## src/rtl/wed_pkg.sv

```systemverilog
// Shared constants and types for the windowed envelope detector.
package wed_pkg;

    localparam int DEF_MAX_HALF_WINDOW = 4096;
    localparam int DEF_SAMPLE_BITS     = 16;

    localparam int CFG_IDX_W  = 1;
    localparam int CFG_DATA_W = 13;
    localparam int HW_RESET   = 512;

    localparam logic [CFG_IDX_W-1:0] CFG_HALF_WINDOW = 1'b0;
    localparam logic [CFG_IDX_W-1:0] CFG_PEAK_MODE   = 1'b1;

    localparam int QUEUE_DEPTH = 4;

    typedef enum logic [1:0] {
        BK_IDLE,
        BK_DIV,
        BK_SQRT,
        BK_DONE
    } t_back_state;

endpackage

```

## src/rtl/wed_front.sv

```systemverilog
// Front end: sample magnitude and square stage, window accumulators, job issue.
module wed_front #(
    parameter int SAMPLE_BITS     = wed_pkg::DEF_SAMPLE_BITS,
    parameter int MAX_HALF_WINDOW = wed_pkg::DEF_MAX_HALF_WINDOW,
    parameter int HOP_W           = $clog2(MAX_HALF_WINDOW + 1),
    parameter int JOB_W           = 1 + SAMPLE_BITS + (HOP_W + 1)
                                    + (HOP_W + 1 + 2 * SAMPLE_BITS - 2)
) (
    input  logic                          i_clk,
    input  logic                          i_rst_n,
    input  logic                          i_clear,
    input  logic [HOP_W-1:0]              i_hop,
    input  logic                          i_valid,
    output logic                          o_stall,
    input  logic signed [SAMPLE_BITS-1:0] i_sample,
    input  logic                          i_end_of_buffer,
    input  logic                          i_room2,
    output logic                          o_push_a,
    output logic                          o_push_b,
    output logic [JOB_W-1:0]              o_job_a,
    output logic [JOB_W-1:0]              o_job_b
);
    import wed_pkg::*;

    localparam int SB     = SAMPLE_BITS;
    localparam int FILL_W = HOP_W + 1;
    localparam int SUM_W  = FILL_W + 2 * SB - 2;
    localparam int SQ_W   = 2 * SB;

    // square stage
    logic            r_a_valid;
    logic [SB-1:0]   r_a_mag;
    logic [SQ_W-1:0] r_a_sq;
    logic            r_a_eob;
    logic [SB-1:0]   mag;

    // window slots
    logic [SUM_W-1:0]  r_sum  [2];
    logic [SB-1:0]     r_peak [2];
    logic [FILL_W-1:0] r_fill [2];
    logic [HOP_W-1:0]  r_phase;
    logic              r_second;
    logic              r_older;

    logic [SUM_W-1:0]  n_sum  [2];
    logic [SB-1:0]     n_peak [2];
    logic [FILL_W-1:0] n_fill [2];
    logic [HOP_W-1:0]  n_phase;
    logic              n_second;
    logic              n_older;

    logic [SUM_W-1:0]  up_sum  [2];
    logic [SB-1:0]     up_peak [2];
    logic [FILL_W-1:0] up_fill [2];

    logic              fire;
    logic              open_new;
    logic              so2;
    logic              full;
    logic [FILL_W-1:0] fill_old;
    logic [FILL_W-1:0] fill_up_old;
    logic [HOP_W:0]    phase_inc;

    assign mag     = i_sample[SB-1] ? (~i_sample + 1'b1) : i_sample;
    assign o_stall = r_a_valid && !i_room2;
    assign fire    = r_a_valid && i_room2;

    always_ff @(posedge i_clk) begin
        if (!i_rst_n || i_clear) begin
            r_a_valid <= 1'b0;
        end else if (i_valid && !o_stall) begin
            r_a_valid <= 1'b1;
        end else if (fire) begin
            r_a_valid <= 1'b0;
        end
    end

    always_ff @(posedge i_clk) begin
        if (i_valid && !o_stall) begin
            r_a_mag <= mag;
            r_a_sq  <= SQ_W'(mag) * SQ_W'(mag);
            r_a_eob <= i_end_of_buffer;
        end
    end

    always_comb begin
        logic clr;
        logic add;
        logic [SUM_W-1:0]  b_sum;
        logic [SB-1:0]     b_peak;
        logic [FILL_W-1:0] b_fill;

        fill_old = r_older ? r_fill[1] : r_fill[0];
        open_new = (r_phase == '0) && (fill_old != '0) && !r_second;
        so2      = r_second || open_new;

        for (int s = 0; s < 2; s++) begin
            clr    = (r_older != 1'(s)) && open_new;
            add    = (r_older == 1'(s)) || so2;
            b_sum  = clr ? '0 : r_sum[s];
            b_peak = clr ? '0 : r_peak[s];
            b_fill = clr ? '0 : r_fill[s];
            up_sum[s]  = add ? b_sum + SUM_W'(r_a_sq) : b_sum;
            up_peak[s] = (add && (r_a_mag > b_peak)) ? r_a_mag : b_peak;
            up_fill[s] = add ? b_fill + 1'b1 : b_fill;
        end

        fill_up_old = r_older ? up_fill[1] : up_fill[0];
        full        = fill_up_old >= {i_hop, 1'b0};

        if (r_older) begin
            o_job_a = {r_a_eob && !so2, up_peak[1], up_fill[1], up_sum[1]};
            o_job_b = {1'b1, up_peak[0], up_fill[0], up_sum[0]};
        end else begin
            o_job_a = {r_a_eob && !so2, up_peak[0], up_fill[0], up_sum[0]};
            o_job_b = {1'b1, up_peak[1], up_fill[1], up_sum[1]};
        end

        o_push_a = fire && (r_a_eob || full);
        o_push_b = fire && r_a_eob && so2;

        phase_inc = {1'b0, r_phase} + 1'b1;
        n_phase   = (phase_inc >= {1'b0, i_hop}) ? '0 : phase_inc[HOP_W-1:0];
        n_second  = so2;
        n_older   = r_older;
        for (int s = 0; s < 2; s++) begin
            n_sum[s]  = up_sum[s];
            n_peak[s] = up_peak[s];
            n_fill[s] = up_fill[s];
        end

        if (r_a_eob) begin
            for (int s = 0; s < 2; s++) begin
                n_sum[s]  = '0;
                n_peak[s] = '0;
                n_fill[s] = '0;
            end
            n_phase  = '0;
            n_second = 1'b0;
            n_older  = 1'b0;
        end else if (full) begin
            for (int s = 0; s < 2; s++) begin
                if (r_older == 1'(s)) begin
                    n_sum[s]  = '0;
                    n_peak[s] = '0;
                    n_fill[s] = '0;
                end
            end
            n_second = 1'b0;
            if (so2) begin
                n_older = !r_older;
            end
        end
    end

    always_ff @(posedge i_clk) begin
        if (!i_rst_n || i_clear) begin
            for (int s = 0; s < 2; s++) begin
                r_sum[s]  <= '0;
                r_peak[s] <= '0;
                r_fill[s] <= '0;
            end
            r_phase  <= '0;
            r_second <= 1'b0;
            r_older  <= 1'b0;
        end else if (fire) begin
            for (int s = 0; s < 2; s++) begin
                r_sum[s]  <= n_sum[s];
                r_peak[s] <= n_peak[s];
                r_fill[s] <= n_fill[s];
            end
            r_phase  <= n_phase;
            r_second <= n_second;
            r_older  <= n_older;
        end
    end

endmodule

```

## src/rtl/wed_queue.sv

```systemverilog
// Job queue between front and back, two pushes and one pop per cycle.
module wed_queue #(
    parameter int JOB_W = 8
) (
    input  logic             i_clk,
    input  logic             i_rst_n,
    input  logic             i_push_a,
    input  logic             i_push_b,
    input  logic [JOB_W-1:0] i_job_a,
    input  logic [JOB_W-1:0] i_job_b,
    input  logic             i_pop,
    output logic             o_valid,
    output logic [JOB_W-1:0] o_job,
    output logic             o_room2
);
    import wed_pkg::*;

    localparam int PTR_W = $clog2(QUEUE_DEPTH);
    localparam int CNT_W = $clog2(QUEUE_DEPTH + 1);

    logic [JOB_W-1:0] r_mem [QUEUE_DEPTH];
    logic [PTR_W-1:0] r_wptr;
    logic [PTR_W-1:0] r_rptr;
    logic [CNT_W-1:0] r_count;
    logic [PTR_W-1:0] wptr_b;
    logic [CNT_W-1:0] n_push;

    assign o_valid = r_count != '0;
    assign o_job   = r_mem[r_rptr];
    assign o_room2 = r_count <= CNT_W'(QUEUE_DEPTH - 2);
    assign wptr_b  = r_wptr + 1'b1;
    assign n_push  = CNT_W'(i_push_a) + CNT_W'(i_push_b);

    always_ff @(posedge i_clk) begin
        if (i_push_a) begin
            r_mem[r_wptr] <= i_job_a;
        end
        if (i_push_b) begin
            r_mem[wptr_b] <= i_job_b;
        end
    end

    always_ff @(posedge i_clk) begin
        if (!i_rst_n) begin
            r_wptr  <= '0;
            r_rptr  <= '0;
            r_count <= '0;
        end else begin
            r_wptr  <= r_wptr + PTR_W'(n_push);
            r_rptr  <= r_rptr + PTR_W'(i_pop);
            r_count <= r_count + n_push - CNT_W'(i_pop);
        end
    end

endmodule

```

## src/rtl/wed_back.sv

```systemverilog
// Back end: restoring divide, digit-by-digit square root, output register.
module wed_back #(
    parameter int SAMPLE_BITS     = wed_pkg::DEF_SAMPLE_BITS,
    parameter int MAX_HALF_WINDOW = wed_pkg::DEF_MAX_HALF_WINDOW,
    parameter int HOP_W           = $clog2(MAX_HALF_WINDOW + 1),
    parameter int JOB_W           = 1 + SAMPLE_BITS + (HOP_W + 1)
                                    + (HOP_W + 1 + 2 * SAMPLE_BITS - 2)
) (
    input  logic                   i_clk,
    input  logic                   i_rst_n,
    input  logic                   i_peak_mode,
    input  logic                   i_q_valid,
    input  logic [JOB_W-1:0]       i_q_job,
    output logic                   o_q_pop,
    output logic                   o_valid,
    input  logic                   i_stall,
    output logic [SAMPLE_BITS-1:0] o_level,
    output logic                   o_final_point
);
    import wed_pkg::*;

    localparam int SB     = SAMPLE_BITS;
    localparam int FILL_W = HOP_W + 1;
    localparam int SUM_W  = FILL_W + 2 * SB - 2;
    localparam int Q_W    = 2 * SB;
    localparam int CNT_W  = $clog2(SUM_W);

    t_back_state r_state;
    t_back_state n_state;

    logic [SUM_W-1:0]  r_num;
    logic [FILL_W-1:0] r_den;
    logic [FILL_W-1:0] r_rem;
    logic [SB:0]       r_srem;
    logic [SB-1:0]     r_root;
    logic [CNT_W-1:0]  r_cnt;
    logic              r_final;
    logic              r_out_valid;
    logic [SB-1:0]     r_out_level;
    logic              r_out_final;

    logic [SUM_W-1:0]  job_sum;
    logic [FILL_W-1:0] job_fill;
    logic [SB-1:0]     job_peak;
    logic              job_final;

    logic [FILL_W:0]   div_t;
    logic              div_ge;
    logic [FILL_W:0]   div_d;
    logic [SB+2:0]     sq_t;
    logic [SB+2:0]     sq_trial;
    logic              sq_ge;
    logic [SB+2:0]     sq_d;
    logic              out_free;

    assign {job_final, job_peak, job_fill, job_sum} = i_q_job;

    assign div_t    = {r_rem, r_num[SUM_W-1]};
    assign div_ge   = div_t >= {1'b0, r_den};
    assign div_d    = div_t - {1'b0, r_den};
    assign sq_t     = {r_srem, r_num[Q_W-1 -: 2]};
    assign sq_trial = {1'b0, r_root, 2'b01};
    assign sq_ge    = sq_t >= sq_trial;
    assign sq_d     = sq_t - sq_trial;
    assign out_free = !r_out_valid || !i_stall;

    assign o_q_pop       = (r_state == BK_IDLE) && i_q_valid;
    assign o_valid       = r_out_valid;
    assign o_level       = r_out_level;
    assign o_final_point = r_out_final;

    always_comb begin
        n_state = r_state;
        unique case (r_state)
            BK_IDLE: begin
                if (i_q_valid) begin
                    n_state = (i_peak_mode || job_fill == '0) ? BK_DONE : BK_DIV;
                end
            end
            BK_DIV: begin
                if (r_cnt == '0) begin
                    n_state = BK_SQRT;
                end
            end
            BK_SQRT: begin
                if (r_cnt == '0) begin
                    n_state = BK_DONE;
                end
            end
            BK_DONE: begin
                if (out_free) begin
                    n_state = BK_IDLE;
                end
            end
            default: n_state = BK_IDLE;
        endcase
    end

    always_ff @(posedge i_clk) begin
        if (!i_rst_n) begin
            r_state <= BK_IDLE;
        end else begin
            r_state <= n_state;
        end
    end

    always_ff @(posedge i_clk) begin
        case (r_state)
            BK_IDLE: begin
                r_num   <= job_sum;
                r_den   <= job_fill;
                r_rem   <= '0;
                r_final <= job_final;
                r_cnt   <= CNT_W'(SUM_W - 1);
                r_root  <= i_peak_mode ? job_peak : '0;
            end
            BK_DIV: begin
                r_rem  <= div_ge ? div_d[FILL_W-1:0] : div_t[FILL_W-1:0];
                r_num  <= {r_num[SUM_W-2:0], div_ge};
                r_cnt  <= r_cnt - 1'b1;
                r_srem <= '0;
                r_root <= '0;
                if (r_cnt == '0) begin
                    r_cnt <= CNT_W'(SB - 1);
                end
            end
            BK_SQRT: begin
                r_srem <= sq_ge ? sq_d[SB:0] : sq_t[SB:0];
                r_root <= {r_root[SB-2:0], sq_ge};
                r_num  <= r_num << 2;
                r_cnt  <= r_cnt - 1'b1;
            end
            default: begin
            end
        endcase
    end

    always_ff @(posedge i_clk) begin
        if (!i_rst_n) begin
            r_out_valid <= 1'b0;
        end else if (r_state == BK_DONE && out_free) begin
            r_out_valid <= 1'b1;
        end else if (!i_stall) begin
            r_out_valid <= 1'b0;
        end
    end

    always_ff @(posedge i_clk) begin
        if (r_state == BK_DONE && out_free) begin
            r_out_level <= r_root;
            r_out_final <= r_final;
        end
    end

endmodule

```

## src/rtl/windowed_envelope_detector.sv

```systemverilog
// Top level of the overlapped windowed RMS / peak envelope detector.
//
//  channel   direction  handshake           payload
//  input     in         i_valid / o_stall   i_sample, i_end_of_buffer
//  output    out        o_valid / i_stall   o_level, o_final_point
//  config    in         i_cfg_we            i_cfg_index, i_cfg_data
//
// One sample per cycle enters while o_stall is low; it waits in the square register
// until the window accumulators take it. Each window value is computed in the back
// end: peak passes through, RMS runs a divide, then a square root (one quotient bit,
// then one root bit, per cycle). A 4-entry job queue separates the two; o_stall rises
// when the square register is full and the queue cannot take two more jobs. Reset is
// synchronous; writing half_window also restarts the window stream.
module windowed_envelope_detector #(
    parameter int MAX_HALF_WINDOW = wed_pkg::DEF_MAX_HALF_WINDOW,
    parameter int SAMPLE_BITS     = wed_pkg::DEF_SAMPLE_BITS
) (
    input  logic                              i_clk,
    input  logic                              i_rst_n,
    input  logic                              i_valid,
    output logic                              o_stall,
    input  logic signed [SAMPLE_BITS-1:0]     i_sample,
    input  logic                              i_end_of_buffer,
    output logic                              o_valid,
    input  logic                              i_stall,
    output logic [SAMPLE_BITS-1:0]            o_level,
    output logic                              o_final_point,
    input  logic                              i_cfg_we,
    input  logic [wed_pkg::CFG_IDX_W-1:0]     i_cfg_index,
    input  logic [wed_pkg::CFG_DATA_W-1:0]    i_cfg_data
);
    import wed_pkg::*;

    localparam int HOP_W   = $clog2(MAX_HALF_WINDOW + 1);
    localparam int FILL_W  = HOP_W + 1;
    localparam int SUM_W   = FILL_W + 2 * SAMPLE_BITS - 2;
    localparam int JOB_W   = 1 + SAMPLE_BITS + FILL_W + SUM_W;
    localparam int HOP_RST = (HW_RESET > MAX_HALF_WINDOW) ? MAX_HALF_WINDOW : HW_RESET;

    logic [HOP_W-1:0] r_hop;
    logic [HOP_W-1:0] n_hop;
    logic             r_peak_mode;
    logic             clear;

    logic             push_a;
    logic             push_b;
    logic [JOB_W-1:0] job_a;
    logic [JOB_W-1:0] job_b;
    logic             room2;
    logic             q_valid;
    logic [JOB_W-1:0] q_job;
    logic             q_pop;

    assign clear = i_cfg_we && (i_cfg_index == CFG_HALF_WINDOW);

    always_comb begin
        if (i_cfg_data == '0) begin
            n_hop = HOP_W'(1);
        end else if (32'(i_cfg_data) > 32'(MAX_HALF_WINDOW)) begin
            n_hop = HOP_W'(MAX_HALF_WINDOW);
        end else begin
            n_hop = HOP_W'(i_cfg_data);
        end
    end

    always_ff @(posedge i_clk) begin
        if (!i_rst_n) begin
            r_hop       <= HOP_W'(HOP_RST);
            r_peak_mode <= 1'b0;
        end else if (i_cfg_we) begin
            unique case (i_cfg_index)
                CFG_HALF_WINDOW: r_hop       <= n_hop;
                CFG_PEAK_MODE:   r_peak_mode <= i_cfg_data[0];
                default: begin
                end
            endcase
        end
    end

    wed_front #(
        .SAMPLE_BITS     (SAMPLE_BITS),
        .MAX_HALF_WINDOW (MAX_HALF_WINDOW),
        .HOP_W           (HOP_W),
        .JOB_W           (JOB_W)
    ) u_front (
        .i_clk           (i_clk),
        .i_rst_n         (i_rst_n),
        .i_clear         (clear),
        .i_hop           (r_hop),
        .i_valid         (i_valid),
        .o_stall         (o_stall),
        .i_sample        (i_sample),
        .i_end_of_buffer (i_end_of_buffer),
        .i_room2         (room2),
        .o_push_a        (push_a),
        .o_push_b        (push_b),
        .o_job_a         (job_a),
        .o_job_b         (job_b)
    );

    wed_queue #(
        .JOB_W (JOB_W)
    ) u_queue (
        .i_clk    (i_clk),
        .i_rst_n  (i_rst_n),
        .i_push_a (push_a),
        .i_push_b (push_b),
        .i_job_a  (job_a),
        .i_job_b  (job_b),
        .i_pop    (q_pop),
        .o_valid  (q_valid),
        .o_job    (q_job),
        .o_room2  (room2)
    );

    wed_back #(
        .SAMPLE_BITS     (SAMPLE_BITS),
        .MAX_HALF_WINDOW (MAX_HALF_WINDOW),
        .HOP_W           (HOP_W),
        .JOB_W           (JOB_W)
    ) u_back (
        .i_clk         (i_clk),
        .i_rst_n       (i_rst_n),
        .i_peak_mode   (r_peak_mode),
        .i_q_valid     (q_valid),
        .i_q_job       (q_job),
        .o_q_pop       (q_pop),
        .o_valid       (o_valid),
        .i_stall       (i_stall),
        .o_level       (o_level),
        .o_final_point (o_final_point)
    );

endmodule

```

## config.mk

```make
export PLATFORM = sky130hd
export DESIGN_NAME = windowed_envelope_detector
export DESIGN_NICKNAME = d
export VERILOG_FILES = /design/src/rtl/wed_pkg.sv /design/src/rtl/wed_front.sv /design/src/rtl/wed_queue.sv /design/src/rtl/wed_back.sv /design/src/rtl/windowed_envelope_detector.sv
export SDC_FILE = /design/constraint.sdc
export NUM_CORES = 2
export LEC_CHECK = 0
export BUFFER_PORTS_ARGS = -buffer_cell sky130_fd_sc_hd__buf_4
export CORE_MARGIN = 5
export CORE_UTILIZATION = 60
export CTS_CLUSTER_SIZE = 14
export DETAILED_ROUTE_END_ITERATION = 12
export PLACE_DENSITY = 0.76
export SLEW_MARGIN = 20
export SYNTH_ARGS = -nofsm -noshare
export SYNTH_HDL_FRONTEND = slang
export SYNTH_SLANG_ARGS = --single-unit
export TNS_END_PERCENT = 1
```

## constraint.sdc

```tcl
create_clock -name i_clk -period 14.9 [get_ports i_clk]
set_input_delay 3.725 -clock i_clk [delete_from_list [all_inputs] [get_ports i_clk]]
set_output_delay 3.725 -clock i_clk [all_outputs]
set_load 0.02 [all_outputs]
```

# Word level (Yosys, flattened, before mapping)
# Memory sizes are Yosys's and may differ from the RTL's. A register that Yosys moved wholly into a read port is not among the register bits.
# Index checks and enable logic that the tools add are counted.
dict set report word_totals {
  output_inout_bits 19
  ff_bits 218
  mem_count 4
  ramBits 448
  in_bits 36
}
dict set report classes {
  mul 1
  n_reduce_logical 48
  addsub 15
  bitwise_logic 9
  mux 73
  order_cmp 8
  n_eq_ne 8
}
# name depth word_bits rd rd_ports_with_merged_regs write_ports line_no
set mem_list {}
lappend mem_list {u_queue.r_mem 4 75 1 1 2 wed_queue.sv:21} ;# logic [JOB_W-1:0] r_mem [QUEUE_DEPTH];
lappend mem_list {u_front.r_sum 2 44 2 0 2 wed_front.sv:38} ;# logic [SUM_W-1:0] r_sum [2];
lappend mem_list {u_front.r_peak 2 16 2 0 2 wed_front.sv:39} ;# logic [SB-1:0] r_peak [2];
lappend mem_list {u_front.r_fill 2 14 2 0 2 wed_front.sv:40} ;# logic [FILL_W-1:0] r_fill [2];
# op n
set op_table {}
lappend op_table {{two-way mux 44 bit} 8}
lappend op_table {{two-way mux 88 bit} 2}
lappend op_table {{two-way mux 16 bit} 10}
lappend op_table {{two-way mux 14 bit} 11}
lappend op_table {{two-way mux 74 bit} 2}
lappend op_table {{case mux 44 bit (3 select lines)} 1}
lappend op_table {{adder 44 x 32 -> 44 bit} 2}
lappend op_table {{two-way mux 32 bit} 2}
lappend op_table {{two-way mux 28 bit} 2}
lappend op_table {{two-way mux 13 bit} 4}
lappend op_table {{case mux 16 bit (3 select lines)} 1}
lappend op_table {{case mux 17 bit (2 select lines)} 1}
lappend op_table {{> comparator 16 bit} 2}
lappend op_table {{multiplier 16 x 16 -> 32 bit} 1}
lappend op_table {{adder 14 x 1 -> 14 bit, second input constant} 2}
lappend op_table {{case mux 14 bit (2 select lines)} 1}
lappend op_table {{logical NOT 13 bit} 2}
lappend op_table {{greater-or-equal comparator 19 x 18 -> 1 bit} 1}
lappend op_table {{two-way mux 1 bit} 18}
lappend op_table {{case mux 6 bit (3 select lines)} 1}
lappend op_table {{two-way mux 17 bit} 1}
lappend op_table {{subtractor 17 bit} 1}
lappend op_table {{adder 16 x 1 -> 16 bit, second input constant} 1}
lappend op_table {{logical AND 1 bit} 16}
lappend op_table {{other kinds (34)} 69}

# Longest topological paths before layout
# An unclocked memory read counts as a cell.
dict set report logic_depth {
  depth_word 16
  depth_mapped 33
  depth_no_buf 31
}

# Modules after synthesis
# Synthesis repeated with hierarchy kept, for this count alone.
dict set report unflattened {
  hier_cells 4384
  hier_area_um2 47784.6
}
# mod seq_area_each_um2 cells_per_inst n_inst area_per_inst_um2
set modules_own_cells {}
lappend modules_own_cells {wed_front 6175.9 2849 1 24813.8}
lappend modules_own_cells {wed_queue 9148.8 768 1 14833.0}
lappend modules_own_cells {wed_back 3933.8 695 1 7508.5}
lappend modules_own_cells {windowed_envelope_detector 280.3 72 1 629.4}

# Least setup slack after synthesis
# No wires, ideal clock.
dict set report synth_path {
  path_type {input-to-reg}
  from {input port i_sample[0]}
  to {register u_front.r_a_sq[30] (data pin)}
  n_path_buf 1
  t_required_ps 14642
  path_slack_ps 3631
  setup_ps 258
  t_arrival_ps 11012
  cell_stages 31
  path_cell_list {inv_1 -> clkbuf_1 -> ha_1 -> nand2b_1 -> o21ai_0 -> nand2_1 -> xnor2_1 -> clkinv_1 -> nand2_1 -> inv_1 -> fa_1 -> inv_1 -> fa_1 -> inv_1 -> fa_1 -> fa_1 -> fa_1 -> inv_1 -> fa_1 -> inv_1 -> ha_1 -> and3_1 -> a2111o_1 -> o21ai_0 -> a21oi_1 -> a41oi_1 -> a21oi_1 -> a211oi_1 -> o21bai_1 -> a21oi_1 -> xnor2_1}
}
dict set report synth_via {
  elab_chain_len 4
}
# item line_no
set synth_lines {}
lappend synth_lines {{from (decl)} windowed_envelope_detector.sv:22} ;# input logic signed [SAMPLE_BITS-1:0] i_sample,
lappend synth_lines {{inverter 16 bit} wed_front.sv:64} ;# assign mag = i_sample[SB-1] ? (~i_sample + 1'b1) : i_sample;
lappend synth_lines {{adder 16 x 1 -> 16 bit} wed_front.sv:64}
lappend synth_lines {{two-way mux 16 bit} wed_front.sv:64}
lappend synth_lines {{via u_front.mag[10]} wed_front.sv:35} ;# logic [SB-1:0] mag;
lappend synth_lines {{multiplier 16 x 16 -> 32 bit} wed_front.sv:81} ;# r_a_sq <= SQ_W'(mag) * SQ_W'(mag);
lappend synth_lines {{to (signal assigned)} wed_front.sv:81}
lappend synth_lines {{to (decl)} wed_front.sv:33} ;# logic [SQ_W-1:0] r_a_sq;
# The timed path passes the listed nets, and every way through them passes these cells.
# A chain may end at the register's enable or synchronous reset.

# Worst setup path after layout
dict set report layout_path {
  from {input port i_sample[4]}
  to {register u_front.r_a_sq[31] (data pin)}
}
# The elaborated chain is that of the path after synthesis.

==> impl_metrics.json <==
{
  "status": "complete, no violations",
  "crit-reg2reg-launch": "u_front.r_older",
  "synth_top_family_by_area": "compound AO/OA/AOI/OAI gates",
  "slew_headroom_pct": 22.1,
  "synth-adder-area-share_pct": 14.1,
  "synthTopCellsByArea": "edfxtp_1 39%, ha_1 7.1%, fa_1 7.0%, mux4_2 3.8%, nor2_1 3.4%",
  "final_cells": 5616,
  "ios": 55,
  "cts_setup_buffers": 0,
  "ant_nets": 0,
  "post-route-min-period_ns": 11.95,
  "fmax_ghz": 0.0837,
  "setup_viol": 0,
  "syn-cell-area_um2": 47300,
  "syn_avg_cell_area_um2": 10.3,
  "drt_iter0_markers": 4095,
  "antenna_found_initial": 1,
  "fin_util_pct": 65.0,
  "drv_cap": 0,
  "hold_buffers": 0,
  "antenna_cells": 0,
  "cts_buffer_depth": 3,
  "grt_pass1_wl_um": 211000,
  "rows": 103,
  "maxSlewViolCount": 0,
  "synth_most_common_cell": "edfxtp_1",
  "die_y_um": 291,
  "netlist_instances": 4574,
  "htreeDepth": 3,
  "die_x_um": 291,
  "rsz0062_at_grt": "no",
  "path_max_fanout": 11,
  "crit_end": "u_front.r_a_sq[31]",
  "ys.flop_type": "edfxtp_1",
  "ys_warn_count": 0,
  "synth_top_area_share_pct": 39.4,
  "critical_path_class": "primary input to flip-flop",
  "r2r_end": "u_queue.r_mem[1][73]",
  "coreArea_um2": 78500,
  "final_nets": 4976,
  "clkLatencyLatePin_ns": 0.64,
  "synthTopCellsByCount": "620 x edfxtp_1, 426 x nor2_1, 395 x nand2_1, 363 x inv_1, 267 x ha_1",
  "areaGrowthSynthToFinish_pct": 7.94,
  "vias_per_cell": 6.58,
  "gp_congestion": 0.982,
  "route.vias.total": 36968,
  "synthMuxAreaShare_pct": 7.74,
  "drc": 0,
  "detailed_place_hpwl_um": 92600,
  "wl_per_cell_um": 24.1,
  "globalRouteOverflowTotal": 0,
  "start_kind": "primary input",
  "clk_pin_slew_ns": 0.06,
  "power.density_nw_per_um2": 228,
  "initial_core_util_pct": 60.2,
  "cts_root_buf": "clkbuf_16",
  "yosysTopAreaCell": "edfxtp_1",
  "fin_area_um2": 51000,
  "skew_ns": 0.0390,
  "async_flop_share_pct": 0,
  "synth_xor_area_share_pct": 3.50,
  "die_area_um2": 84500,
  "ys_seq_area_share_pct": 41.3,
  "cts.sinks": 664,
  "crit_required_ns": 15.25,
  "leakage_nw": 20.7,
  "r2r_slack_ns": 5.69,
  "dp_cells": 5484,
  "tritoncts": "done",
  "ir_worst_vdd_mv": 0.354,
  "grt_pass1_vias": 36446,
  "ys_ff_latch": 664,
  "cp.arrival_ns": 12.30,
  "hold_viol_final": 0,
  "totalWireLength_um": 135000,
  "setup_tns_ns": 0,
  "drive_above_1_share_pct": 9.26,
  "ys_types": 97,
  "cts_repair_resize_count": 0,
  "grt_max_degree": 105,
  "grt_usage_pct": 31.3,
  "cp-end-kind": "flip-flop",
  "tightest_slew_ns": 1.16,
  "period_share_pct": 80.2,
  "yosys.area_share.simple_pct": 12.4,
  "dr.pass1.iters": 6,
  "placed_cell_area_um2": 48600,
  "synth-edff-count": 620,
  "hp-class": "flip-flop to flip-flop",
  "port_buffers": 54,
  "r2r_cells": 28,
  "startpoint": "i_sample[4]",
  "synth-compound-area-share_pct": 15.8,
  "numCtsBuffers": 72
}
-- cell usage in the layout, fill, tap and decap left out, types with 32 or more instances in the layout --
| cell | instances |
|---|---|
| a221oi_1 | 82 |
| o21a_1 | 33 |
| nand2_1 | 385 |
| fa_1 | 165 |
| a22oi_1 | 47 |
| buf_4 | 115 |
| and3_1 | 32 |
| clkbuf_16 | 74 |
| mux2i_1 | 138 |
| nor2b_1 | 86 |
| o22ai_1 | 152 |
| inv_1 | 361 |
| ha_1 | 264 |
| a21o_1 | 71 |
| xor2_1 | 68 |
| xnor2_1 | 117 |
| a21oi_1 | 258 |
| mux4_2 | 79 |
| nand4_1 | 32 |
| o21ai_0 | 160 |
| nand3_1 | 79 |
| nor3_1 | 61 |
| and2_1 | 65 |
| edfxtp_1 | 620 |
| mux2_2 | 44 |
| dfxtp_1 | 41 |
| nor2_1 | 419 |
| a22o_1 | 95 |
-- worst min path at each step --
stage	end	cells after the start	start
global route	u_back.o_final_point	0	u_back.r_final
floorplan	u_back.o_final_point	0	u_back.r_final
detailed placement	u_back.o_final_point	0	u_back.r_final
CTS	u_back.o_final_point	0	u_back.r_final
global placement	u_back.o_final_point	0	u_back.r_final
finish	u_back.o_final_point	0	u_back.r_final
-- through the flow --
| step | setup WS, ns | power [mW] | hold slack, ns |
|---|---|---|---|
| floorplan | 3.63 | 7.86 | 0.400 |
| detailed placement | 2.47 | 9.77 | 0.437 |
| global placement | 2.68 | 9.62 | 0.441 |
| finish | 2.95 | 11.6 | 0.452 |
| global route | 2.31 | 12.5 | 0.460 |
| CTS | 3.07 | 11.6 | 0.450 |
-- registers in the layout, indices dropped and copies added (netlist names), 2 cells and up --
register	count
u_queue.r_mem	300
u_front.r_sum	88
u_back.r_num	44
u_front.r_peak	32
u_front.r_a_sq	31
u_front.r_fill	28
u_back.r_srem	17
u_back.o_level	16
u_back.r_root	16
u_front.r_a_mag	15
u_back.r_den	14
u_back.r_rem	14
r_hop	13
u_front.r_phase	13
u_back.r_cnt	6
u_queue.r_count	3
u_back.r_state	2
u_queue.r_rptr	2
u_queue.r_wptr	2
-- report_power, final --
group          total (mW)  switching, mW  internal, mW  leakage (nW)
Sequential           2.89          0.245          2.64          6.70
Combinational        6.93           4.18          2.75          12.8
Clock                1.82          0.786          1.04          1.15
-- critical path, cell delays in order --
cell and delay [ns]:
buf_4 0.13, nor4_1 0.36, nand2_1 0.15, or3_1 0.37, o31ai_1 0.25, xor2_1 0.75
clkinv_1 0.64, nand2_1 0.24, fa_1 0.47, fa_1 0.54, inv_1 0.06, fa_1 0.48
fa_1 0.51, fa_1 0.50, inv_1 0.05, fa_1 0.48, inv_1 0.05, ha_1 0.33
a21o_1 0.19, a21o_1 0.16, a21oi_1 0.18, o221ai_1 0.24, o41ai_1 0.45, o2111ai_1 0.19
o211a_1 0.21, a211o_1 0.27, a21oi_1 0.20, xnor2_1 0.09
-- area by class of cell --
type	instances	area, um2
multi-input combinational	3282	25600
fill	6088	27500
inverter	373	1410
tap	1050	1310
clock inverter	42	413
sequential	664	19500
clock buffer	90	1940
timing repair buffer	115	863
-- layer usage --
layer / part of all wire (%) / vias up / GRT usage, %
li1: - / 16611 / -
met1: 40 / 17954 / 43.1
met2: 46 / 2048 / 49.9
met3: 11 / 353 / 6.54
met4: 3.9 / 2 / 10.9
met5: 0.0096 / - / 0
-- cells by family (layout without fill, tap and decap cells) --
family,after synthesis,in the layout
other,2,11
adder cells (fa/ha/maj),433,433
AO/OA/AOI/OAI,1105,1105
XOR/XNOR,187,187
AND/OR/NAND/NOR,1285,1285
buffers and inverters,637,620
flip-flops,664,664
multiplexers,261,261
No activity file was read; power rests on OpenSTA's default activity.
